<file path="config.mk">
export PLATFORM = sky130hd
export DESIGN_NAME = mmdec_queue
export DESIGN_NICKNAME = d
export VERILOG_FILES = /design/src/design/mmdec_pkg.sv /design/src/design/mmdec_queue.sv
export SDC_FILE = /design/constraint.sdc
export NUM_CORES = 1
export LEC_CHECK = 0
export BUFFER_PORTS_ARGS = -buffer_cell sky130_fd_sc_hd__buf_2
export CAP_MARGIN = 20
export CELL_PAD_IN_SITES_DETAIL_PLACEMENT = 1
export CELL_PAD_IN_SITES_GLOBAL_PLACEMENT = 1
export CORE_UTILIZATION = 46
export DETAILED_ROUTE_END_ITERATION = 12
export PLACE_DENSITY = 0.73
export SLEW_MARGIN = 20
export SYNTH_ARGS = -nofsm -noshare
export SYNTH_HDL_FRONTEND = slang
export SYNTH_SLANG_ARGS = --single-unit
</file>
<file path="constraint.sdc">
create_clock -name clk -period 3 [get_ports clk]
set_input_delay 0.15 -clock clk [delete_from_list [all_inputs] [get_ports clk]]
set_output_delay 0.15 -clock clk [all_outputs]
set_load 0.05 [all_outputs]
</file>
<file path="src/design/mmdec_pkg.sv">
// Shared types, constants and the column_ratio helper function for the min/max waveform decimator.
`timescale 1ns / 1ps
`default_nettype none
package mmdec_pkg;

  localparam int SAMPLE_BITS_DEF = 16;
  localparam int COLUMN_BITS_DEF = 13;
  localparam int QUEUE_DEPTH     = 4;
  localparam int X_BITS          = 14;
  localparam int Y_BITS          = 27;
  localparam int FRAC_BITS       = 16;
  localparam int BOUNDARY_BITS   = 48;
  localparam int CFG_ADDR_BITS   = 5;
  localparam int CFG_DATA_BITS   = 32;

  typedef enum logic [2:0] {
    REG_SAMPLES_PER_COLUMN = 3'd0,
    REG_TOP_LEVEL          = 3'd1,
    REG_LEVEL_OFFSET       = 3'd2,
    REG_PIXELS_PER_CODE    = 3'd3,
    REG_TOP_MARGIN         = 3'd4,
    REG_X_OFFSET           = 3'd5,
    REG_MAX_COLUMNS        = 3'd6
  } reg_index_t;

  typedef struct packed {
    logic        [31:0] samples_per_column;
    logic signed [15:0] top_level;
    logic signed [15:0] level_offset;
    logic        [23:0] pixels_per_code;
    logic        [11:0] top_margin;
    logic signed [12:0] x_offset;
    logic        [12:0] max_columns;
  } cfg_t;

  typedef struct packed {
    logic        write;
    logic [31:0] value;
  } ratio_write_t;

  // Ratios below one sample per column are raised to exactly one.
  function automatic logic [BOUNDARY_BITS-1:0] column_ratio(input logic [31:0] spc);
    logic [31:0] r;
    r = (spc < 32'h0001_0000) ? 32'h0001_0000 : spc;
    return BOUNDARY_BITS'(r);
  endfunction

endpackage
`default_nettype wire

</file>
<file path="src/design/mmdec_queue.sv">
// Short first-in first-out queue of closed columns between the front and back ends.
`timescale 1ns / 1ps
`default_nettype none
module mmdec_queue #(
  parameter int WIDTH = 8,
  parameter int DEPTH = mmdec_pkg::QUEUE_DEPTH
) (
  input  wire logic             clk,
  input  wire logic             rst,
  input  wire logic             push,
  input  wire logic [WIDTH-1:0] push_data,
  output logic                  full,
  input  wire logic             pop,
  output logic [WIDTH-1:0]      pop_data,
  output logic                  not_empty
);
  localparam int PTR_BITS   = (DEPTH > 1) ? $clog2(DEPTH) : 1;
  localparam int COUNT_BITS = $clog2(DEPTH + 1);

  logic [WIDTH-1:0]      slots [DEPTH];
  logic [PTR_BITS-1:0]   wr_ptr, rd_ptr;
  logic [COUNT_BITS-1:0] count;
  logic                  do_push, do_pop;

  assign full      = count == COUNT_BITS'(DEPTH);
  assign not_empty = count != '0;
  assign do_push   = push & ~full;
  assign do_pop    = pop & not_empty;
  assign pop_data  = slots[rd_ptr];

  always_ff @(posedge clk) begin
    if (rst) begin
      wr_ptr <= '0;
      rd_ptr <= '0;
      count  <= '0;
    end else begin
      if (do_push) begin
        wr_ptr <= (wr_ptr == PTR_BITS'(DEPTH - 1)) ? '0 : wr_ptr + 1'b1;
      end
      if (do_pop) begin
        rd_ptr <= (rd_ptr == PTR_BITS'(DEPTH - 1)) ? '0 : rd_ptr + 1'b1;
      end
      if (do_push && !do_pop) begin
        count <= count + 1'b1;
      end else if (!do_push && do_pop) begin
        count <= count - 1'b1;
      end
    end
  end

  always_ff @(posedge clk) begin
    if (do_push) begin
      slots[wr_ptr] <= push_data;
    end
  end

endmodule
`default_nettype wire

</file>
* Yosys cells after proc, flatten, opt, wreduce, memory -nomap -nowiden *
Memory sizes are Yosys's and may differ from the RTL's. A register that Yosys moved wholly into a read port is not among the register bits.
Cells that the tools add are included.

cells by class
  add/subtract/negate cells = 4
  equality and inequality tests = 3
  multiplexer cells = 8
  bitwise gates (word level) = 3
  reductions and logical operators = 6

operator list
  operator                                           number
  two-way mux 2 bit                                  4
  two-way mux 3 bit                                  2
  adder 2 x 1 -> 2 bit (second input constant)       2
  equality test 2 bit (second input constant)        2
  adder 3 x 1 -> 3 bit (second input constant)       1
  equality test 3 bit (second input constant)        1
  nonzero test 3 bit                                 1
  subtractor 3 x 1 -> 3 bit (second input constant)  1
  AND 1 bit                                          2
  logical AND 1 bit                                  2
  zero test 1 bit                                    2
  two-way mux 1 bit                                  2
  nonzero test 2 bit                                 1
  inverter 1 bit                                     1

storage, ports and cells
  register bits = 7
  memory bits (writable) = 32
  bits of input ports = 12
  logic and storage cells = 28
  memories kept = 1

memories
  memory  depth  bits a word  rd ports  clocked after memory_dff  write ports  line               source
  slots   4      8            1         1                         1            mmdec_queue.sv:20  logic [WIDTH-1:0] slots [DEPTH];

* Longest topological paths before layout *
  word-level depth = 7
  depth in mapped cells = 10

* Least setup slack after synthesis *
No wires, ideal clock.

  path kind = register to register
  start = register count[0]
  end = register count[2]
  setup time = 0.070 ns
  data arrival time = 2.181 ns
  data required time = 2.930 ns
  slack = 0.749 ns
  cell stages (with the launch flop) = 11
  path buffers = 1
  clock period less this slack = 2.251 ns
  cell sequence = dfxtp_1 -> or3b_1 -> buf_6 -> clkinv_4 -> nor2_2 -> ha_1 -> inv_1 -> fa_1 -> xor2_1 -> or3_2 -> a21oi_1

on the way
  cells in the longest elaborated chain, start to end = 6
  elaborated cells between the ends (all ways) = 14
  those cells by class = add/sub (2); eq/ne (1); mux (2); bitwise (3); reduce/logical (6)

RTL lines
  what                          line               source
  from (decl)                   mmdec_queue.sv:22  logic [COUNT_BITS-1:0] count;
  from (signal assigned)        mmdec_queue.sv:44  count <= count + 1'b1;
  from (signal assigned)        mmdec_queue.sv:46  count <= count - 1'b1;
  equality test 3 bit *         mmdec_queue.sv:25  assign full = count == COUNT_BITS'(DEPTH);
  net full                      mmdec_queue.sv:12  output logic full,
  inverter 1 bit *              mmdec_queue.sv:27  assign do_push = push & ~full;
  AND 1 bit *                   mmdec_queue.sv:27
  net do_push                   mmdec_queue.sv:23  logic do_push, do_pop;
  zero test 1 bit               mmdec_queue.sv:45  end else if (!do_push && do_pop) begin
  logical AND 1 bit             mmdec_queue.sv:45
  nonzero test 2 bit (no line)  n/a

Mark *: on every way through the listed nets, which the timed path passes. The rest lies on a longest branch. The select of a mux whose other input is x is not followed.
A chain may end at the register's enable or synchronous reset.

* Worst setup path after layout *
  start = register count[0]
  end = register count[2]

on the way
  cells in the longest elaborated chain, start to end = 6
  elaborated cells between the ends (all ways) = 14
  those cells by class = add/sub (2); eq/ne (1); mux (2); bitwise (3); reduce/logical (6)

RTL lines
  what                          line
  equality test 3 bit *         mmdec_queue.sv:25
  inverter 1 bit *              mmdec_queue.sv:27
  AND 1 bit *                   mmdec_queue.sv:27
  net do_push                   mmdec_queue.sv:23
  zero test 1 bit               mmdec_queue.sv:45
  logical AND 1 bit             mmdec_queue.sv:45
  nonzero test 2 bit (no line)  n/a

Marks and branches as above.

==> impl_results.md <==
* Status: finished clean
* Flop pwr share at 44.0%
* Area growth syn-to-layout at 15.3%
* Flops & latches, synth at 41
* Initial antenna violation count at 0
* Worst-margin pin slew at 0.538 ns
* Num CTS Buffers at 5
* Area leader, netlist: edfxtp_1
* Max cap viols at 0
* Synth Warn # at 0
* Core Area at 3390 sq um
* IR drop worst, VDD at 0.455 mV
* Post-synthesis sequential area ratio at 69.2%
* Number of enable flip-flop cells after synthesis at 32
* Die Wd at 61.9 um
* Drt initial violations at 58
* Synth Net Count at 111
* Crit-path max cell delay at 0.45 ns
* Most common cell in the synthesized netlist: edfxtp_1
* Synth Area in Simple Gates at 5.85%
* Synth Area in Compound Gates at 3.04%
* DRT Wirelength at 2.70 mm
* Clock Path Buffers at 2
* WL/cell at 16.5 um
* Register area at 1140 sq um
* Num rows at 21
* Final setup viols at 0
* Commonest cells in the netlist: 32 x edfxtp_1, 9 x dfxtp_1, 8 x mux4_2, 6 x ha_1
* Post-layout min period at 2.34 ns
* DR vias at 858
* P_sw at 589 uW
* Cell Chain, Critical Path: or3b_1 > clkinv_4 > nor2_2 > ha_1 > inv_1 > fa_1 > xor2_1 > or3_2 > a21oi_1
* Largest net degree at the start of global routing at 14
* Worst Path Max Fanout at 7
* Internal Power at 1140 uW
* Critical path endpoint category: register
* Setup Buffers After CTS at 0
* Critical Path AT at 2.63 ns
* Mux cell area share after synthesis at 12.1%
* Crit Path Category: register to register
* Largest family of logic cells by synthesized area: multiplexers
* Combinational power share at 30.9%
* Multi-input logic area at 459 sq um
* CP Launch Type: register
* Fraction of layout cells with a size suffix above 1 at 39.8%
* First-pass DRT Iterations at 4
* TritonCTS clock tree: done
* Resize count post-CTS at 0
* Hold/Removal Path Class: primary input to register
* CTS H-tree depth at 2
* Global route overflow at 0
* Placer's final routability congestion estimate at 0.724
* # hold bufs at CTS at 0
* Final Max Tran Viols at 0
* Synth Flop Type: edfxtp_1
* Die area at 3830 sq um
* Worst EP required at 3.28 ns
* DRC Markers at 0
* Post-synthesis adder-cell area fraction at 5.77%
* Power share of the clock group at 25.1%
* Root Buffer: clkbuf_4
* DP Wirelength at 1.93 mm
* I/O pins at 22
* Worst-path clk slew at 0.12 ns
* Number of routed nets with antenna violations at 0
* Vias in the first global route at 874
* Largest cells by area after synthesis: edfxtp_1 58%, dfxtp_1 11%, mux4_2 11%, ha_1 4.6%, and3_2 1.8%
* Switching Fraction at 34.1%
* Achievable Freq at 427 MHz
* Power, Total at 1730 uW
* Fill count at 330
* Worst slew margin at 64.1%
* Gate Count Post-Synth at 92
* Die extent in y at 61.9 um
* Worst skew pair latency at 0.34 ns
* Nets@finish at 136
* Synthesized area at 1650 sq um
* RSZ-0062 raised after global routing: false
* ANT cells at 0
* Final Skew at 0.00584 ns
* CP max-delay cell: dfxtp_1
* Async set-reset flop share out of synthesis at 0%
* CTS sink count at 41
* Leakage at 0.000708 uW
* Fin crit share at 78.1%
* Total GRT Usage at 16.7%
* Syn_area_per_cell at 17.9 sq um
* Buffers on Ports at 21
* Synth unique cells at 26
* Initial Util at 48.6%
* Pwr dens at 910 nW/um^2
* Final hold viol count at 0
* First-pass GRT wire length at 4.12 mm
* Synth Area in XOR/XNOR at 1.06%
* Post-synth top area share at 58.3%
* Post-route setup TNS at 0 ns
* DR vias/cell at 5.23
-- stage by stage --
stage / hold slack (ns) / worst slack (ns) / std cells / utilization (%) / area, sq um
final: 0.0172 / 0.657 / 164 / 56.0 / 1900
after CTS: 0.00188 / 0.632 / 163 / 55.7 / 1890
after global routing: 0.000557 / 0.493 / 164 / 56.0 / 1900
after floorplan: 0.249 / 0.749 / 92 / - / 1650
after detailed placement: 0.375 / 0.648 / 155 / 52.7 / 1790
after global placement: 0.361 / 0.736 / 155 / 52.7 / 1790
-- layer usage --
| metal | wire (um) | share of wire (%) | GRT usage (%) |
|---|---|---|---|
| met5 | 0 | 0 | 0 |
| met4 | 50 | 1.9 | 7.62 |
| met3 | 120 | 4.4 | 4.97 |
| met2 | 1500 | 56 | 30.0 |
| met1 | 1020 | 38 | 18.0 |
-- placed cells by master (no fill, tap or decap) --
cell | synthesis | final
xor2_1 | 2 | 2
nand3_1 | 2 | 2
o21ai_1 | 1 | 1
dfxtp_1 | 9 | 9
inv_1 | 4 | 4
fa_1 | 1 | 1
mux2i_1 | 2 | 2
o31ai_2 | 2 | 2
nor2_2 | 1 | 1
mux4_2 | 8 | 8
dlygate4sd3_1 | 0 | 1
a21oi_1 | 3 | 3
nand2_1 | 1 | 1
or3_1 | 1 | 1
nor2_1 | 3 | 3
clkinv_2 | 0 | 1
clkinv_4 | 1 | 1
edfxtp_1 | 32 | 32
nor3_1 | 1 | 1
o21ai_0 | 1 | 1
or3_2 | 2 | 2
clkbuf_4 | 0 | 5
or3b_1 | 1 | 1
ha_1 | 6 | 6
buf_2 | 1 | 21
and3_2 | 4 | 4
bufinv_16 | 0 | 2
-- cells by family (layout without fill, tap and decap cells) --
logic type                 Yosys count  after routing
AOI/OAI and AO/OA                    7              7
adders and majority gates            7              7
buffers and inverters                9             35
muxes                               10             10
xor gates and xnor gates             2              2
and+or+nand+nor                     16             16
DFF                                 41             41
-- critical path, delay by kind of cell, from the launching register on --
kind / cells / cell delay, ns
and+or+nand+nor: 3 / 0.83
xor gates and xnor gates: 1 / 0.16
AOI/OAI and AO/OA: 1 / 0.14
DFF: 1 / 0.45
buffers and inverters: 2 / 0.15
adders and majority gates: 2 / 0.56
-- final cells by class --
class	instances	share of cell area, %
tap	46	3.03
clock inverter	3	3.43
inverter	5	1.25
clock buffer	5	1.98
multi-input combinational	42	24.2
timing repair buffer	22	6.06
sequential	41	60.1
-- power groups by stage --
stage	Combinational, uW	Sequential, uW	Clock [uW]
final	534	760	434
after global routing	579	776	467
after CTS	540	764	446
after detailed placement	540	776	0
after global placement	527	772	0
after floorplan	469	735	0
-- flip-flops by register name, summed over array words and instances (netlist names), named ones only --
signal and count:
wr_ptr 2, count 3, slots 32, rd_ptr 2
-- worst paths after layout --
kind	start	end	slack [ns]	depth (start not counted)
setup reg to reg	count[0]	count[2]	0.66	9
hold / removal	push_data[3]	slots[0][3]	0.02	1
setup / recovery	count[0]	count[2]	0.66	9
hold reg to reg	rd_ptr[0]	rd_ptr[0]	0.52	2
Power figures use the tool's default switching activity.
