$ cat config.mk
export PLATFORM = sky130hd
export DESIGN_NAME = mmdec_front
export DESIGN_NICKNAME = d
export VERILOG_FILES = /design/src/design/mmdec_pkg.sv /design/src/design/mmdec_front.sv
export SDC_FILE = /design/constraint.sdc
export NUM_CORES = 1
export LEC_CHECK = 0
export ABC_AREA = 1
export BUFFER_PORTS_ARGS = -buffer_cell sky130_fd_sc_hd__buf_2
export CORE_AREA = 2 2 191 193
export CTS_BUF_LIST = sky130_fd_sc_hd__clkbuf_2 sky130_fd_sc_hd__clkbuf_4 sky130_fd_sc_hd__clkbuf_8
export DETAILED_ROUTE_END_ITERATION = 16
export DIE_AREA = 0 0 193 195
export HOLD_SLACK_MARGIN = 0.03
export MAX_ROUTING_LAYER = met4
export PLACE_DENSITY_LB_ADDON = 0.15
export SLEW_MARGIN = 25
export SYNTH_ARGS = -nofsm -noshare
export SYNTH_HDL_FRONTEND = slang
export SYNTH_SLANG_ARGS = --single-unit
$ cat constraint.sdc
create_clock -name clk -period 9.9 [get_ports clk]
set_input_delay 0.495 -clock clk [delete_from_list [all_inputs] [get_ports clk]]
set_output_delay 0.495 -clock clk [all_outputs]
set_load 0.02 [all_outputs]
$ cat src/design/mmdec_pkg.sv
// Shared types, constants and the column_ratio helper function for the min/max waveform decimator.
`timescale 1ns / 1ps
`default_nettype none
package mmdec_pkg;

  localparam int SAMPLE_BITS_DEF = 16;
  localparam int COLUMN_BITS_DEF = 13;
  localparam int QUEUE_DEPTH     = 4;
  localparam int X_BITS          = 14;
  localparam int Y_BITS          = 27;
  localparam int FRAC_BITS       = 16;
  localparam int BOUNDARY_BITS   = 48;
  localparam int CFG_ADDR_BITS   = 5;
  localparam int CFG_DATA_BITS   = 32;

  typedef enum logic [2:0] {
    REG_SAMPLES_PER_COLUMN = 3'd0,
    REG_TOP_LEVEL          = 3'd1,
    REG_LEVEL_OFFSET       = 3'd2,
    REG_PIXELS_PER_CODE    = 3'd3,
    REG_TOP_MARGIN         = 3'd4,
    REG_X_OFFSET           = 3'd5,
    REG_MAX_COLUMNS        = 3'd6
  } reg_index_t;

  typedef struct packed {
    logic        [31:0] samples_per_column;
    logic signed [15:0] top_level;
    logic signed [15:0] level_offset;
    logic        [23:0] pixels_per_code;
    logic        [11:0] top_margin;
    logic signed [12:0] x_offset;
    logic        [12:0] max_columns;
  } cfg_t;

  typedef struct packed {
    logic        write;
    logic [31:0] value;
  } ratio_write_t;

  // Ratios below one sample per column are raised to exactly one.
  function automatic logic [BOUNDARY_BITS-1:0] column_ratio(input logic [31:0] spc);
    logic [31:0] r;
    r = (spc < 32'h0001_0000) ? 32'h0001_0000 : spc;
    return BOUNDARY_BITS'(r);
  endfunction

endpackage
`default_nettype wire

$ cat src/design/mmdec_front.sv
// Front end: tracks column boundaries, keeps the open column's samples and queues closed columns.
`timescale 1ns / 1ps
`default_nettype none
module mmdec_front #(
  parameter int SAMPLE_BITS = mmdec_pkg::SAMPLE_BITS_DEF,
  parameter int COLUMN_BITS = mmdec_pkg::COLUMN_BITS_DEF,
  parameter int ENTRY_BITS  = COLUMN_BITS + 4 * SAMPLE_BITS + 1
) (
  input  wire logic                          clk,
  input  wire logic                          rst,
  input  wire mmdec_pkg::cfg_t               cfg,
  input  wire mmdec_pkg::ratio_write_t       ratio_wr,
  input  wire logic signed [SAMPLE_BITS-1:0] sample,
  input  wire logic                          last,
  input  wire logic                          sample_valid,
  output logic                               sample_stall,
  input  wire logic                          queue_full,
  output logic                               push,
  output logic [ENTRY_BITS-1:0]              push_data
);
  import mmdec_pkg::*;

  localparam int CMP_BITS = (COLUMN_BITS > 13) ? COLUMN_BITS + 1 : 14;

  logic [31:0]                   sample_count;
  logic [COLUMN_BITS-1:0]        column_count;
  logic [BOUNDARY_BITS-1:0]      next_boundary;
  logic signed [SAMPLE_BITS-1:0] bin_first, bin_min, bin_max, bin_last;
  logic                          bin_open;
  logic                          pending;
  logic [ENTRY_BITS-1:0]         pending_entry;

  logic                          accept;
  logic                          active_now, active_after, close, emit_eor;
  logic [COLUMN_BITS-1:0]        column_after;
  logic signed [SAMPLE_BITS-1:0] first_next, min_next, max_next;
  logic [ENTRY_BITS-1:0]         closed_entry, eor_entry;

  assign sample_stall = pending | queue_full;
  assign accept       = sample_valid & ~sample_stall;

  always_comb begin
    active_now   = CMP_BITS'(column_count) < CMP_BITS'(cfg.max_columns);
    close        = bin_open && active_now && (sample_count >= next_boundary[47:16]);
    column_after = close ? column_count + 1'b1 : column_count;
    active_after = CMP_BITS'(column_after) < CMP_BITS'(cfg.max_columns);
    emit_eor     = last && active_after;
    if (close || !bin_open) begin
      first_next = sample;
      min_next   = sample;
      max_next   = sample;
    end else begin
      first_next = bin_first;
      min_next   = (sample < bin_min) ? sample : bin_min;
      max_next   = (sample > bin_max) ? sample : bin_max;
    end
    closed_entry = {column_count, bin_first, bin_max, bin_min, bin_last, 1'b0};
    eor_entry    = {column_after, first_next, max_next, min_next, sample, 1'b1};
    if (pending) begin
      push      = ~queue_full;
      push_data = pending_entry;
    end else begin
      push      = accept & (close | emit_eor);
      push_data = close ? closed_entry : eor_entry;
    end
  end

  always_ff @(posedge clk) begin
    if (rst) begin
      sample_count  <= '0;
      column_count  <= '0;
      next_boundary <= column_ratio(32'h0001_0000);
      bin_open      <= 1'b0;
      pending       <= 1'b0;
    end else begin
      if (pending && !queue_full) begin
        pending <= 1'b0;
      end
      if (accept) begin
        pending       <= close & emit_eor;
        pending_entry <= eor_entry;
        if (last) begin
          sample_count  <= '0;
          column_count  <= '0;
          next_boundary <= column_ratio(cfg.samples_per_column);
          bin_open      <= 1'b0;
        end else begin
          column_count <= column_after;
          if (close) begin
            next_boundary <= next_boundary + column_ratio(cfg.samples_per_column);
          end
          bin_open <= 1'b1;
          if (active_after) begin
            sample_count <= sample_count + 1'b1;
          end
        end
      end else if (ratio_wr.write && !bin_open) begin
        next_boundary <= column_ratio(ratio_wr.value);
      end
    end
  end

  always_ff @(posedge clk) begin
    if (accept) begin
      bin_first <= first_next;
      bin_min   <= min_next;
      bin_max   <= max_next;
      bin_last  <= sample;
    end
  end

endmodule
`default_nettype wire

* Word level (Yosys, flattened, before mapping)
Index checks and enable logic that the tools add are counted. W data, S select, Z words.
Cells by class: add/subtract/negate cells 3, $lt $le $gt $ge 7, equality and inequality tests 1, mux-type cells 21, bitwise logic cells 8, reduce and logical (&&, ||, !) cells 14
Operators with widths (count):
- $mux W48 | 4
- $mux W78 | 2
- $mux W32 | 4
- $mux W16 | 5
- $lt A32 B17 Y1 const B | 2
- $add A48 B32 Y48 | 1
- $add A32 B1 Y32 const B | 1
- $ge A32 B32 Y1 | 1
- $lt A13 B13 Y1 | 2
- $mux W13 | 2
- $gt A16 B16 Y1 | 1
- $lt A16 B16 Y1 | 1
- $add A13 B1 Y13 const B | 1
- $reduce_and A2 Y1 | 3
- $reduce_bool A2 Y1 | 3
- $logic_and A1 B1 Y1 | 5
- $mux W1 | 4
- $and A1 B1 Y1 | 3
- $ne A3 B2 Y1 const B | 1
- $not A1 Y1 | 3
- $logic_not A1 Y1 | 2
- $or A1 B1 Y1 | 2
- $logic_or A1 B1 Y1 | 1
Word-level totals: flip-flop bits (word level) 236, output and inout port bits 80, logic and storage cells 64

* Logic depth before layout (Yosys ltp)
depth after elaboration 9, mapped depth 30, gate-level depth less buffers 29

* Worst setup path after synthesis
OpenSTA, ideal clock, no wires.
kind input to register, from input queue_full, to register pending_entry[10] (enable), setup time 513 ps, arrival 4326 ps, required time 9387 ps, path slack 5061 ps, stages on the path 5, buffers on the path 2, cell sequence nor2_1 nand2_1 clkbuf_1 clkbuf_1 nor2_1
On the way: cells in the longest elaborated chain, start to end 4
Ends and longest elaborated chain:
- start, declared | line mmdec_front.sv:17 | input wire logic queue_full,
- $or A1 B1 Y1 | line mmdec_front.sv:39 | assign sample_stall = pending | queue_full;
- $not A1 Y1 | line mmdec_front.sv:40 | assign accept = sample_valid & ~sample_stall;
- $and A1 B1 Y1 | line mmdec_front.sv:40
- $reduce_and A2 Y1 (no source line)
- end signal, assigned | line mmdec_front.sv:81 | pending_entry <= eor_entry;
- end, declared | line mmdec_front.sv:31 | logic [ENTRY_BITS-1:0] pending_entry;
No other way between the ends. A chain may end at the register's enable or synchronous reset.

* Final worst setup path
from register bin_open, to output push
On the way: cells in the longest elaborated chain, start to end 8
Ends and longest elaborated chain:
- start, declared | line mmdec_front.sv:29 | logic bin_open;
- start signal, assigned | line mmdec_front.sv:73 | bin_open <= 1'b0;
- start signal, assigned | line mmdec_front.sv:86 | bin_open <= 1'b0;
- start signal, assigned | line mmdec_front.sv:92 | bin_open <= 1'b1;
- $logic_and A1 B1 Y1 (2 in a row) | line mmdec_front.sv:44 | close = bin_open && active_now && (sample_count >= next_boundary[47:16]);
- $mux W13 | line mmdec_front.sv:45 | column_after = close ? column_count + 1'b1 : column_count;
- named net column_after[7] | line mmdec_front.sv:35 | logic [COLUMN_BITS-1:0] column_after;
- $lt A13 B13 Y1 | line mmdec_front.sv:46 | active_after = CMP_BITS'(column_after) < CMP_BITS'(cfg.max_columns);
- $logic_and A1 B1 Y1 | line mmdec_front.sv:47 | emit_eor = last && active_after;
- $or A1 B1 Y1 | line mmdec_front.sv:63 | push = accept & (close | emit_eor);
- $and A1 B1 Y1 | line mmdec_front.sv:63
- $mux W1 | line mmdec_front.sv:59 | if (pending) begin
- end, declared | line mmdec_front.sv:18 | output logic push,
The timed path passes the listed nets, and every way through them passes these cells.

==> flow_metrics.py <==
metrics = {
    "logic_synthesis": {
        "synth-main-ff-cell": "edfxtp_1",
        "yosysSeqAreaShare_pct": 38.9,
        "yosys.area_share.simple_pct": 24.1,
        "synthArstFlopShare_pct": 0,
        "synth_xor_area_share_pct": 1.89,
        "syn_inst": 2141,
        "synth_top_family_by_area": "simple AND/OR/NAND/NOR gates",
        "muxShareOfSynthArea_pct": 0,
        "synth_compound_area_share_pct": 16.4,
        "synth_cell_types": 46,
        "synth_fa_ha_area_share_pct": 9.73,
        "synth_edf_count": 141,
        "syn-num-nets": 2443,
        "synth_area_um2": 15800,
        "ys_warn_count": 0,
        "postSynthAreaPerCell_um2": 7.36,
        "synth_seq_cells": 236,
    },
    "sta": {
        "final-setup-viol-count": 0,
        "timing.setup.tns_ps": 0,
        "worst_pin_slew_ps": 972,
        "slew_headroom_pct": 35.0,
        "max_freq_mhz": 176,
        "period_share_pct": 57.2,
        "hold_violations": 0,
        "slew_violations": 0,
        "fin_skew_ps": 39.7,
        "rsz0062_at_grt": "no",
        "min_period_ps": 5670,
        "setup_slack_ps": 4230,
    },
    "hold_path": {
        "holdCritStartpoint": "ratio_wr[10]",
        "hold_class": "input port to flop",
        "holdPathEnd": "next_boundary[10]",
        "hold_depth": 3,
    },
    "power_and_ir_drop": {
        "power.density_nw_per_um2": 150,
        "vdd.ir_drop.worst_uv": 91.6,
        "power_mw": 2.69,
        "leakage_nw": 7.98,
    },
    "drt": {
        "detail_route.wl_per_cell_um": 16.6,
        "wirelength_um": 46100,
        "vias_per_cell": 5.27,
        "drt_iter0_drc": 1109,
        "drt-pass1-iter-count": 6,
        "drt.antenna.violating_nets": 0,
        "vias": 14700,
        "drc": 0,
    },
    "final_layout": {
        "fin_area_um2": 17900,
        "areaGrowthSynthToFinish_pct": 13.5,
        "layout.cells.non_filler": 2781,
        "num-fill-cells": 3550,
        "drive_gt1_share_pct": 13.3,
        "final_nets": 2588,
    },
    "critical_path": {
        "slowest_stage": "dfxtp_1",
        "cp-end-kind": "primary output",
        "crit_family": "simple AND/OR/NAND/NOR gates",
        "rr_startpoint": "bin_open",
        "path_common_cell": "nand2_1",
        "crit_arrival_ps": 5170,
        "crit_fanout": 25,
        "worstRegToRegCells": 19,
        "path_cells": "inv_2 > nor2_2 > nand2_4 > inv_2 > nand2_1 > nor2_1 > nand2_1 > xor2_1 > inv_1 > ha_1 > nand2_1 > nor2_1 > a211oi_1 > o221a_2 > nand2_1 > nor2_1 > nand2_1 > o211ai_1 > buf_2",
        "cp-start-kind": "flop",
        "slowest_delay_ps": 880,
        "crit_buf_inv": 4,
        "worstPathRequired_ps": 9410,
        "r2r_end": "sample_count[16]",
        "setup.worst_path.class": "flop to primary output",
        "rrSetupSlack_ps": 4580,
    },
    "global_routing": {
        "grt_pass1_vias": 14000,
        "antenna_found_initial": 1,
        "globalRoute.totalOverflow": 0,
        "grt_pass1_wl_um": 74000,
        "grt_max_degree": 78,
        "grtUsageTotal_pct": 25.5,
    },
    "floorplan": {
        "coreArea_um2": 35400,
        "pin_count": 260,
        "fp.dieH_um": 195,
        "dieArea_um2": 37600,
        "initial_utilization_pct": 44.5,
        "die_w_um": 193,
        "num_rows": 69,
    },
    "place": {
        "dp_cells": 2699,
        "gp_congestion": 0.927,
        "postPlaceCellArea_um2": 17000,
        "io_buffers": 178,
        "pre_cts_slack_ps": 4610,
        "dp_hpwl_um": 31800,
    },
    "cts": {
        "clk_latency_ps": 620,
        "cts-root-buf": "clkbuf_8",
        "cts.sinks": 236,
        "clockBufferDepth": 3,
        "cts_htree_levels": 2,
        "clkTransAtPathRegs_ps": 60,
        "hold_buffers": 0,
        "post_cts_buffers": 0,
        "cts_tree": "built",
        "cts_buffers": 46,
        "cts_repair_resize_count": 0,
    },
    "job": {
        "drv_cap": 0,
    },
    "outcome": {
        "status": "complete, no violations",
    },
}
-- cell families after synthesis --
| kind of cell | Yosys count |
|---|---|
| adder cells (fa/ha/maj) | 122 |
| AND/OR/NAND/NOR | 904 |
| XOR/XNOR | 34 |
| AO/OA/AOI/OAI | 479 |
| flip-flops | 236 |
| buffers and inverters | 366 |
-- worst min-delay path, stage by stage --
cell,delay [ps]
buf_2,100
nand3_1,70
a31oi_1,70
-- power breakdown --
part	total (mW)	internal [mW]	switching, mW
combinational	0.542	0.179	0.363
clock	1.01	0.579	0.436
sequential	1.13	1.09	0.0351
total	2.69	1.85	0.834
-- cell type report --
| cell class | instances | area, um^2 | share of cell area, % |
|---|---|---|---|
| Multi-Input combinational cell | 1539 | 8230 | 46.0 |
| Sequential cell | 236 | 6140 | 34.3 |
| Inverter | 273 | 1030 | 5.73 |
| Timing Repair Buffer | 190 | 985 | 5.50 |
| Clock buffer | 72 | 866 | 4.84 |
| Tap cell | 461 | 577 | 3.22 |
| Clock inverter | 9 | 73.8 | 0.412 |
| Antenna cell | 1 | 2.50 | 0.0140 |
-- placed cells by master (no fill, tap or decap), types with 5 or more instances in the layout --
master | netlist | routed
nor3_1 | 29 | 29
edfxtp_1 | 141 | 141
dfxtp_1 | 95 | 94
o211ai_1 | 23 | 23
o221ai_1 | 6 | 6
nor2_1 | 170 | 168
nor3_2 | 5 | 5
inv_2 | 6 | 6
clkbuf_8 | 0 | 52
inv_1 | 264 | 263
a21o_1 | 7 | 7
xor2_1 | 28 | 28
nor2_2 | 5 | 6
nand3_1 | 105 | 105
a31oi_1 | 15 | 15
xnor2_1 | 6 | 6
ha_1 | 121 | 121
clkbuf_4 | 0 | 20
a21oi_1 | 200 | 200
nand2_1 | 523 | 522
o21bai_1 | 6 | 6
nand4_1 | 26 | 26
nand2_2 | 7 | 8
or2_2 | 6 | 6
o21a_1 | 7 | 7
o21ai_1 | 27 | 27
buf_4 | 2 | 11
clkinv_1 | 3 | 7
nor4_1 | 16 | 16
o21ai_0 | 179 | 179
buf_2 | 15 | 178
-- worst max-delay path by stage --
stage	from	end	depth (start not counted)
2_1_floorplan	queue_full	pending_entry[10]	5
3_3_place_gp	cfg[10]	sample_count[3]	25
3_5_place_dp	cfg[10]	sample_count[31]	25
4_1_cts	bin_open	push	19
5_1_grt	next_boundary[39]	push	25
6_report	bin_open	push	19
-- per-stage QoR --
stage	hold slack (ps)	utilization, %
after floorplan	422	-
after global placement	435	47.9
after detailed placement	445	47.9
after CTS	124	50.6
after global routing	144	50.6
final	165	50.6
-- layer usage --
layer  global-route usage (%)  wire (um)
met5                        -          0
met4                     6.37        981
met3                     4.55       2800
met2                     39.5      20600
met1                     34.5      21700
-- registers in the layout (all words and copies together), names as in the netlist --
| signal | flops |
|---|---|
| bin_last | 16 |
| bin_open | 1 |
| bin_min | 16 |
| bin_max | 16 |
| bin_first | 16 |
| column_count | 13 |
| pending_entry | 77 |
| next_boundary | 48 |
| pending | 1 |
| sample_count | 32 |
-- cells in the mapped netlist (3+ instances only) --
cell / count / area (um^2)
nand2_1: 523 / 1960
edfxtp_1: 141 / 4230
nand2_2: 7 / 43.8
a31oi_1: 15 / 93.8
o21a_1: 7 / 52.6
a211oi_1: 3 / 22.5
nand3_1: 105 / 526
a41oi_1: 3 / 26.3
inv_1: 264 / 991
nor2_1: 170 / 638
nand4_1: 26 / 163
or2_2: 6 / 37.5
nor3_1: 29 / 145
xor2_1: 28 / 245
o221ai_1: 6 / 52.6
nand3b_1: 3 / 22.5
o21ai_1: 27 / 135
nor4_1: 16 / 100
inv_2: 6 / 22.5
o21bai_1: 6 / 45.0
dfxtp_1: 95 / 1900
buf_2: 15 / 75.1
o21ai_0: 179 / 896
nor3_2: 5 / 50.1
o211ai_1: 23 / 173
nor2_2: 5 / 31.3
clkbuf_1: 67 / 251
clkinv_1: 3 / 11.3
buf_1: 7 / 26.3
a21o_1: 7 / 52.6
a21oi_1: 200 / 1000
xnor2_1: 6 / 52.6
ha_1: 121 / 1510
(Power assumes the default switching activity.)
