## config.mk

```make
export PLATFORM = sky130hd
export DESIGN_NAME = mmdec_regs
export DESIGN_NICKNAME = d
export VERILOG_FILES = /design/src/design/mmdec_pkg.sv /design/src/design/mmdec_regs.sv
export SDC_FILE = /design/constraint.sdc
export NUM_CORES = 1
export LEC_CHECK = 0
export BUFFER_PORTS_ARGS = -buffer_cell sky130_fd_sc_hd__buf_2
export CELL_PAD_IN_SITES_DETAIL_PLACEMENT = 1
export CELL_PAD_IN_SITES_GLOBAL_PLACEMENT = 2
export CORE_AREA = 5 5 161 163
export CTS_CLUSTER_SIZE = 10
export DETAILED_ROUTE_END_ITERATION = 7
export DIE_AREA = 0 0 166 168
export PLACE_DENSITY_LB_ADDON = 0.08
export SLEW_MARGIN = 20
export SYNTH_ARGS = -nofsm -noshare
export SYNTH_HDL_FRONTEND = slang
export SYNTH_SLANG_ARGS = --single-unit
```

## constraint.sdc

```tcl
create_clock -name clk -period 1.1 [get_ports clk]
set_clock_uncertainty 0.05 [all_clocks]
set_input_delay 0.11 -clock clk [delete_from_list [all_inputs] [get_ports clk]]
set_output_delay 0.11 -clock clk [all_outputs]
set_load 0.1 [all_outputs]
```

## src/design/mmdec_pkg.sv

```systemverilog
// Shared types, constants and the column_ratio helper function for the min/max waveform decimator.
`timescale 1ns / 1ps
`default_nettype none
package mmdec_pkg;

  localparam int SAMPLE_BITS_DEF = 16;
  localparam int COLUMN_BITS_DEF = 13;
  localparam int QUEUE_DEPTH     = 4;
  localparam int X_BITS          = 14;
  localparam int Y_BITS          = 27;
  localparam int FRAC_BITS       = 16;
  localparam int BOUNDARY_BITS   = 48;
  localparam int CFG_ADDR_BITS   = 5;
  localparam int CFG_DATA_BITS   = 32;

  typedef enum logic [2:0] {
    REG_SAMPLES_PER_COLUMN = 3'd0,
    REG_TOP_LEVEL          = 3'd1,
    REG_LEVEL_OFFSET       = 3'd2,
    REG_PIXELS_PER_CODE    = 3'd3,
    REG_TOP_MARGIN         = 3'd4,
    REG_X_OFFSET           = 3'd5,
    REG_MAX_COLUMNS        = 3'd6
  } reg_index_t;

  typedef struct packed {
    logic        [31:0] samples_per_column;
    logic signed [15:0] top_level;
    logic signed [15:0] level_offset;
    logic        [23:0] pixels_per_code;
    logic        [11:0] top_margin;
    logic signed [12:0] x_offset;
    logic        [12:0] max_columns;
  } cfg_t;

  typedef struct packed {
    logic        write;
    logic [31:0] value;
  } ratio_write_t;

  // Ratios below one sample per column are raised to exactly one.
  function automatic logic [BOUNDARY_BITS-1:0] column_ratio(input logic [31:0] spc);
    logic [31:0] r;
    r = (spc < 32'h0001_0000) ? 32'h0001_0000 : spc;
    return BOUNDARY_BITS'(r);
  endfunction

endpackage
`default_nettype wire

```

## src/design/mmdec_regs.sv

```systemverilog
// Configuration register file behind the APB-style port.
`timescale 1ns / 1ps
`default_nettype none
module mmdec_regs (
  input  wire logic                               clk,
  input  wire logic                               rst,
  input  wire logic                               psel,
  input  wire logic                               penable,
  input  wire logic                               pwrite,
  input  wire logic [mmdec_pkg::CFG_ADDR_BITS-1:0] paddr,
  input  wire logic [mmdec_pkg::CFG_DATA_BITS-1:0] pwdata,
  output logic      [mmdec_pkg::CFG_DATA_BITS-1:0] prdata,
  output logic                                    pready,
  output mmdec_pkg::cfg_t                         cfg,
  output mmdec_pkg::ratio_write_t                 ratio_wr
);
  import mmdec_pkg::*;

  logic       wr_en;
  logic [2:0] idx;

  assign pready = 1'b1;
  assign wr_en  = psel & penable & pwrite & pready;
  assign idx    = paddr[4:2];

  assign ratio_wr.write = wr_en && (idx == REG_SAMPLES_PER_COLUMN);
  assign ratio_wr.value = pwdata;

  always_ff @(posedge clk) begin
    if (rst) begin
      cfg.samples_per_column <= 32'h0001_0000;
      cfg.top_level          <= '0;
      cfg.level_offset       <= '0;
      cfg.pixels_per_code    <= 24'h01_0000;
      cfg.top_margin         <= '0;
      cfg.x_offset           <= '0;
      cfg.max_columns        <= 13'd1024;
    end else if (wr_en) begin
      case (idx)
        REG_SAMPLES_PER_COLUMN: cfg.samples_per_column <= pwdata;
        REG_TOP_LEVEL:          cfg.top_level          <= pwdata[15:0];
        REG_LEVEL_OFFSET:       cfg.level_offset       <= pwdata[15:0];
        REG_PIXELS_PER_CODE:    cfg.pixels_per_code    <= pwdata[23:0];
        REG_TOP_MARGIN:         cfg.top_margin         <= pwdata[11:0];
        REG_X_OFFSET:           cfg.x_offset           <= pwdata[12:0];
        REG_MAX_COLUMNS:        cfg.max_columns        <= pwdata[12:0];
        default: ;
      endcase
    end
  end

  always_comb begin
    case (idx)
      REG_SAMPLES_PER_COLUMN: prdata = cfg.samples_per_column;
      REG_TOP_LEVEL:          prdata = {16'd0, cfg.top_level};
      REG_LEVEL_OFFSET:       prdata = {16'd0, cfg.level_offset};
      REG_PIXELS_PER_CODE:    prdata = {8'd0, cfg.pixels_per_code};
      REG_TOP_MARGIN:         prdata = {20'd0, cfg.top_margin};
      REG_X_OFFSET:           prdata = {19'd0, cfg.x_offset};
      REG_MAX_COLUMNS:        prdata = {19'd0, cfg.max_columns};
      default:                prdata = '0;
    endcase
  end

endmodule
`default_nettype wire

```

[Word level (Yosys, flattened, before mapping)]
Index checks and enable logic that the tools add are counted.
Cells by class
  equality and inequality tests: 6
  bitwise operators: 2
  reductions and logical operators: 9
  muxes and demuxes: 1
Operator list (number)
  $pmux 32 s7: 1
  $reduce_and 2->1: 7
  $eq 3x3->1 const B: 3
  $eq 3x2->1 const B: 2
  $eq 3x1->1 const B: 1
  $logic_not 3->1: 1
  $and 1x1->1: 2
  $logic_and 1x1->1: 1
Word-level totals
  output and inout port bits: 192
  register bits: 126
  logic and storage cells: 25
  input bits: 42

[Depth between registers and ports, before layout]
Gate-level depths: netlist (run 1).
  depth after elaboration: 3
  depth in mapped cells: 6
  gate-level depth less buffers: 4

[Least setup slack after synthesis (run 1)]
No wires, ideal clock.
  path type: reg2out
  from: reg cfg[75] in the netlist's numbering
  to: out prdata[13] in the netlist's numbering
  path buffers: 0
  required time: 0.940 ns
  cell stages (with the launch flop): 3
  arrival: 2.706 ns
  slack: -1.766 ns
  path through: dfxtp_1 > mux4_2 > nor2b_1
Between the ends
  word-level cells in the longest chain between the ends: 1
RTL lines
  start: declaration: line mmdec_regs.sv:14  | output mmdec_pkg::cfg_t cfg,
  $pmux 32 s7: line mmdec_regs.sv:53  | case (idx)
  end: declaration: line mmdec_regs.sv:12  | output logic [mmdec_pkg::CFG_DATA_BITS-1:0] prdata,
No other way between the ends.

[Worst setup path after layout (run 1)]
  from: reg cfg[106] in the netlist's numbering
  to: out prdata[12] in the netlist's numbering
The elaborated chain is that of the path after synthesis.

==> results of run 1 <==
## final timing paths
check / endpoint / slack [ns] / cells after the start
min reg2reg: cfg[121] / 0.46 / 2
max: prdata[12] / -0.67 / 3
min: cfg[93] / 0.03 / 3
max reg2reg: cfg[56] / 0.07 / 5
## layer usage
layer	GRT usage	share of wire	vias up
met5	0	0	-
met1	0.221	0.40	3107
met2	0.362	0.54	167
li1	-	-	2975
met3	0.0429	0.041	31
met4	0.0599	0.018	0
## synth_stat cells, drive strengths merged
library cell / n / area share
and4: 1 / 0.0014
mux2: 9 / 0.016
nor3: 1 / 0.0025
a22oi: 8 / 0.0093
nor2: 17 / 0.013
a221o: 1 / 0.0015
nor2b: 5 / 0.0060
nor3b: 8 / 0.0093
conb: 1 / 0.00058
a221oi: 4 / 0.0093
mux4: 3 / 0.010
nand2b: 157 / 0.15
and2: 11 / 0.011
o221a: 4 / 0.0069
dfxtp: 126 / 0.39
nand3: 1 / 0.0027
buf: 58 / 0.075
o22ai: 9 / 0.0087
inv: 6 / 0.0039
nand2: 8 / 0.010
clkbuf: 19 / 0.011
mux2i: 155 / 0.24
a211o: 8 / 0.011
and4b: 1 / 0.0015
## kinds of logic after synthesis
kind of cell / count (synthesis) / share of synthesized area
and+or+nand+nor: 210 / 0.208
muxes: 167 / 0.266
DFF: 126 / 0.389
buffers and inverters: 83 / 0.0901
AOI/OAI and AO/OA: 34 / 0.0465
other: 1 / 0.000578
## power by group
part	total [W]	internal [W]	switching, W
registers	0.00435	0.00433	0.0000289
clock network	0.00532	0.00309	0.00223
logic	0.00266	0.00111	0.00155
## what timing repair did
| action | CTS | global route |
|---|---|---|
| setup buffers | 46 | 103 |
| hold endpoints to repair | 24 | 0 |
| pin swaps | 27 | 3 |
| endpoints found under the setup margin | 159 | 203 |
| gates resized for setup | 161 | 82 |
| hold buffers | 17 | 0 |
| cloned | 1 | 2 |
## worst min-delay path, cell delays in order
cell and delay (ns):
buf_2 0.12, nand2b_1 0.13, mux2i_1 0.08
## area by class of cell
cell class	instances	area, sq um	area share
Sequential cell	126	2980	0.203
Timing Repair Buffer	494	6980	0.475
Inverter	6	27.5	0.00187
Multi-Input combinational cell	412	3760	0.256
Tap cell	324	405	0.0276
Clock buffer	18	429	0.0292
Clock inverter	14	119	0.00809
## metrics by stage
step | power, W | std cells | area, sq um | setup TNS [ns] | worst slack, ns
2_1_floorplan | 0.00598 | 621 | 7280 | -14.23 | -0.791
3_3_place_gp | 0.00688 | 1263 | 12600 | -49.94 | -0.554
3_5_place_dp | 0.00692 | 1263 | 12600 | -52.01 | -0.566
4_1_cts | 0.0124 | 1352 | 14300 | -28.99 | -0.692
5_1_grt | 0.0128 | 1394 | 14700 | -40.11 | -0.707
6_report | 0.0123 | 1394 | 14700 | -33.33 | -0.667
==> qor.csv, run 1 <==
stage,metric,value,unit
grt,Total GRT Usage,0.194,
finish,"leading cell type in the layout, fill and taps excluded",buf_12,
logic_synthesis,syn_nets,663,
place,dpl hpwl,20300,microns
logic_synthesis,Mapped Cells,621,
timing,part of the cycle the worst path needs,1.61,
clock_tree,clk sinks,126,
route,vias per std cell,4.51,
route,first-pass detailed-route iteration total,4,
setup_path,CP Class,reg -> out,
power,maximum vdd drop,945,uV
power,Power Density,839,mW/mm^2
floorplan,Die X-Extent,166,microns
timing,unrepaired setup endpoints after global routing,yes,
setup_path,crit path from,cfg[106],
power,Leak,6.50,nW
route,drt wl/cell,20.6,microns
place,GPL Wtd Cong,0.784,
route,Final ANT Viol Nets,0,
floorplan,I/O Pins,234,
timing,final setup vio count,187,
route,DRC violations left,0,
grt,largest net degree at the start of global routing,34,
finish,most frequent cells in the layout,"220 x buf_12, 157 x nand2b_1, 149 x mux2i_1",
logic_synthesis,"Seq/Total Area, Yosys",0.389,
clock_tree,Clock Path Buffers,2,
outcome,failing checks,negative setup slack,
finish,Synth-to-Final Area Change,127,%
worst_hold_path,Hold Crit Class,in -> reg,
grt,vias in the first global route,7133,
setup_path,worst-path fanout max,2,
finish,max FFs per register,126,
floorplan,core area,0.0242,sq mm
finish,nets,1099,
clock_tree,CTS tree,done,
setup_path,CP top delay family,compound AO/OA/AOI/OAI gates,
timing,final hold vios,0,
grt,first-pass GRT wire length,42700,microns
grt,antenna violations before repair,0,
timing,Max Slew Vio Count,0,
outcome,status,"finished, violations left",
timing,final worst slack,-0.667,ns
finish,Filler cells,2323,
finish,fraction of layout cells with a size suffix above 1,0.664,
setup_path,Reg-to-Reg Start,cfg[56],
job,Max Cap Violations,0,
setup_path,Crit path largest cell delay,0.40,ns
clock_tree,"Clk pin slew, worst setup/hold paths",0.06,ns
logic_synthesis,Synth Register Bits,126,
timing,Final Critical Period,1.77,ns
logic_synthesis,Synth Cell Area,0.00648,sq mm
finish,most flop-heavy register,cfg,
floorplan,initial core utilization,0.268,
timing,Min Hold Slack,0.0255,ns
clock_tree,H-Tree Level Count,4,
floorplan,row count,57,
logic_synthesis,"Avg Cell Area, Syn",10.4,sq um
route,DR vias,6280,
worst_hold_path,Hold Startpoint,pwdata[15],
route,routed wire length,28700,microns
setup_path,"Cell Chain, Critical Path","mux2_4, a221o_4, buf_12",
route,DRT iter0 DRCs,163,
finish,"Core Util, Final",0.608,
setup_path,arrival time at the worst endpoint,1.61,ns
finish,biggest regs,cfg: 126 flops,
setup_path,cell with the largest stage delay on the worst path,a221o_4,
clock_tree,clk root buf,clkbuf_16,
clock_tree,Skew-Pair Late Insertion Delay,0.42,ns
setup_path,CP Capture Type,output pin,
setup_path,Worst setup SP type,flip-flop,
grt,grt ovf,0,
floorplan,Die ar.,0.0279,sq mm
setup_path,Buf/Inv on CP,1,
setup_path,WP data required,0.94,ns
clock_tree,cts bufs inserted,17,
place,Port Buf Inserts,230,
logic_synthesis,Synth Warn #,0,
logic_synthesis,Unique masters post-synth,36,
timing,max frequency,0.566,GHz
finish,ANT cells,0,
floorplan,Die Y,168,microns
Power figures use the tool's default switching activity.
==> inputs of run 2 (changes only) <==
- CORE_AREA: 5 5 161 163 -> 5 5 185 143
- CTS_BUF_LIST: not set -> sky130_fd_sc_hd__clkbuf_16
- DIE_AREA: 0 0 166 168 -> 0 0 190 148
- GPL_TIMING_DRIVEN: not set -> 0
==> run 2 against run 1 <==
  * The run still ends with negative setup slack left
  * Clock power up 0.9%
  * Fmax about the same
  * Die area up 0.83%
  * Via count down 6.8%
  * Sequential power about the same
  * Cell count down 6.8%
==> qor.csv, run 2 (synthesis results as in run 1) <==
stage,metric,value,unit,change
clock_tree,clk sinks,126,,unchanged
outcome,status,"finished, violations left",,
setup_path,CP Class,reg -> out,,
clock_tree,Clock Path Buffers,2,,unchanged
finish,Non-Filler Instances,1299,,-6.8%
outcome,failing checks,negative setup slack,,
grt,grt ovf,0,,unchanged
timing,final hold vios,0,,unchanged
timing,Worst-Margin Slew,0.677,ns,
finish,"leading cell type in the layout, fill and taps excluded",buf_12,,
grt,largest net degree at the start of global routing,17,,-50%
timing,Final Critical Period,1.77,ns,+0.000967 ns
timing,max frequency,0.566,GHz,about the same
timing,part of the cycle the worst path needs,1.61,,about the same
floorplan,Die ar.,0.0281,sq mm,+0.83%
timing,Slew headroom,0.549,,
worst_hold_path,Hold Crit Class,in -> reg,,
route,routed wire length,29300,microns,+2.1%
place,pre-CTS setup slack,-0.901,ns,-0.335 ns
route,DRT iter0 DRCs,135,,-17%
grt,Total GRT Usage,0.207,,+0.0130
floorplan,Die X-Extent,190,microns,+14%
route,drt wl/cell,22.6,microns,+9.6%
timing,unrepaired setup endpoints after global routing,yes,,
clock_tree,CTS tree,done,,
setup_path,arrival time at the worst endpoint,1.61,ns,about the same
place,GPL Wtd Cong,0.758,,-3.3%
power,Power Density,943,mW/mm^2,+12%
floorplan,initial core utilization,0.265,,-0.00311
setup_path,WP data required,0.94,ns,about the same
finish,fraction of layout cells with a size suffix above 1,0.617,,-0.0469
route,DR vias,5854,,-6.8%
floorplan,row count,50,,-12%
finish,max FFs per register,126,,unchanged
setup_path,worst-path fanout max,2,,unchanged
route,first-pass detailed-route iteration total,4,,unchanged
floorplan,core area,0.0245,sq mm,+1.2%
grt,vias in the first global route,6621,,-7.2%
finish,area occupied by multi-input gates,0.00378,sq mm,+0.57%
route,Final ANT Viol Nets,0,,unchanged
timing,final setup vio count,159,,-15%
finish,most flop-heavy register,cfg,,
grt,antenna violations before repair,0,,unchanged
floorplan,Die Y,148,microns,-12%
grt,first-pass GRT wire length,43300,microns,+1.4%
place,Port Buf Inserts,227,,-1.3%
clock_tree,"Clk pin slew, worst setup/hold paths",0.06,ns,about the same
place,Placed Instances,1186,,-6.1%
place,dpl hpwl,20500,microns,+0.64%
finish,"Core Util, Final",0.526,,-0.0824
finish,most frequent cells in the layout,"171 x buf_12, 156 x nand2b_1, 148 x mux2i_1",,
job,Max Cap Violations,0,,unchanged
route,DRC violations left,0,,unchanged
finish,biggest regs,cfg: 126 flops,,
power,Leak,5.57,nW,-14%
finish,Filler cells,2449,,+5.4%
finish,Sequential Area,0.00300,sq mm,+0.50%
route,vias per std cell,4.51,,about the same
setup_path,CP Capture Type,output pin,,
clock_tree,cts bufs inserted,17,,unchanged
power,maximum vdd drop,999,uV,+5.8%
timing,final worst slack,-0.668,ns,-0.000967 ns
timing,Max Slew Vio Count,0,,unchanged
timing,TNS Setup,-20.52,ns,+12.81 ns
floorplan,I/O Pins,234,,unchanged
clock_tree,H-Tree Level Count,4,,unchanged
setup_path,Worst setup SP type,flip-flop,,
finish,Synth-to-Final Area Change,98.3,%,
clock_tree,clk root buf,clkbuf_16,,
finish,nets,989,,-10%
clock_tree,Skew-Pair Late Insertion Delay,0.43,ns,about the same
## run 2: changes by cell type in the layout (fill, tap and decap cells not counted), sizes merged
cell / change
buf: -129
bufbuf: +1
clkbuf: +15
clkinv: +2
clkinvlp: -2
diode: +1
dlygate4sd3: +2
inv: +1
## run 2: final timing paths
| kind | start | end | slack, ns | depth (start not counted) |
|---|---|---|---|---|
| hold / removal | pwdata[14] | cfg[76] | 0.01 | 3 |
| hold reg to reg | cfg[74] | cfg[74] | 0.46 | 2 |
| setup reg to reg | cfg[9] | cfg[9] | 0.18 | 4 |
| setup / recovery | cfg[106] | prdata[12] | -0.67 | 3 |
## run 2: worst max-delay path: stages, from the launching register on
cell and delay (ns):
dfxtp_4 0.34, mux2_4 0.27, a221o_4 0.39, buf_12 0.17
## run 2: cell type report
cell class,count,share of cell area
Buffer,77,0.0547
Tap cell,338,0.0329
Antenna cell,1,0.000195
Inverter,6,0.00214
Clock inverter,15,0.00963
Clock buffer,17,0.0331
Sequential cell,126,0.233
Multi-Input combinational cell,412,0.294
Timing Repair Buffer,307,0.340
## run 2: report_power, final
| part | switching [W] | internal, W |
|---|---|---|
| logic | 0.00156 | 0.000836 |
| registers | 0.0000458 | 0.00431 |
| clock network | 0.00228 | 0.00309 |
| total | 0.00388 | 0.00824 |
## run 2: repair_timing
| item | CTS | global route |
|---|---|---|
| endpoints found under the setup margin | 168 | 175 |
| gates resized for setup | 690 | 53 |
| pin swaps | 34 | 11 |
| gates cloned | 2 | 0 |
| endpoints found under the hold margin | 31 | 0 |
| buffers inserted | 37 | 37 |
| hold buffers | 19 | 0 |
## run 2: layer usage
layer	vias to the layer above	wire [microns]	track usage	share of wire
li1	2754	-	-	-
met1	2915	13400	0.269	0.46
met2	162	14200	0.350	0.48
met3	23	1380	0.0508	0.047
met4	0	370	0.0456	0.013
met5	-	0	0	0
## run 2: stage by stage
| stage | hold WS [ns] | area (sq um) | power [W] |
|---|---|---|---|
| floorplan | 0.205 | 7280 | 0.00598 |
| global placement | 0.330 | 8840 | 0.00644 |
| detailed placement | 0.344 | 8840 | 0.00647 |
| CTS | 0.00900 | 12600 | 0.0123 |
| global route | 0.0133 | 12900 | 0.0126 |
| finish | 0.0121 | 12900 | 0.0121 |
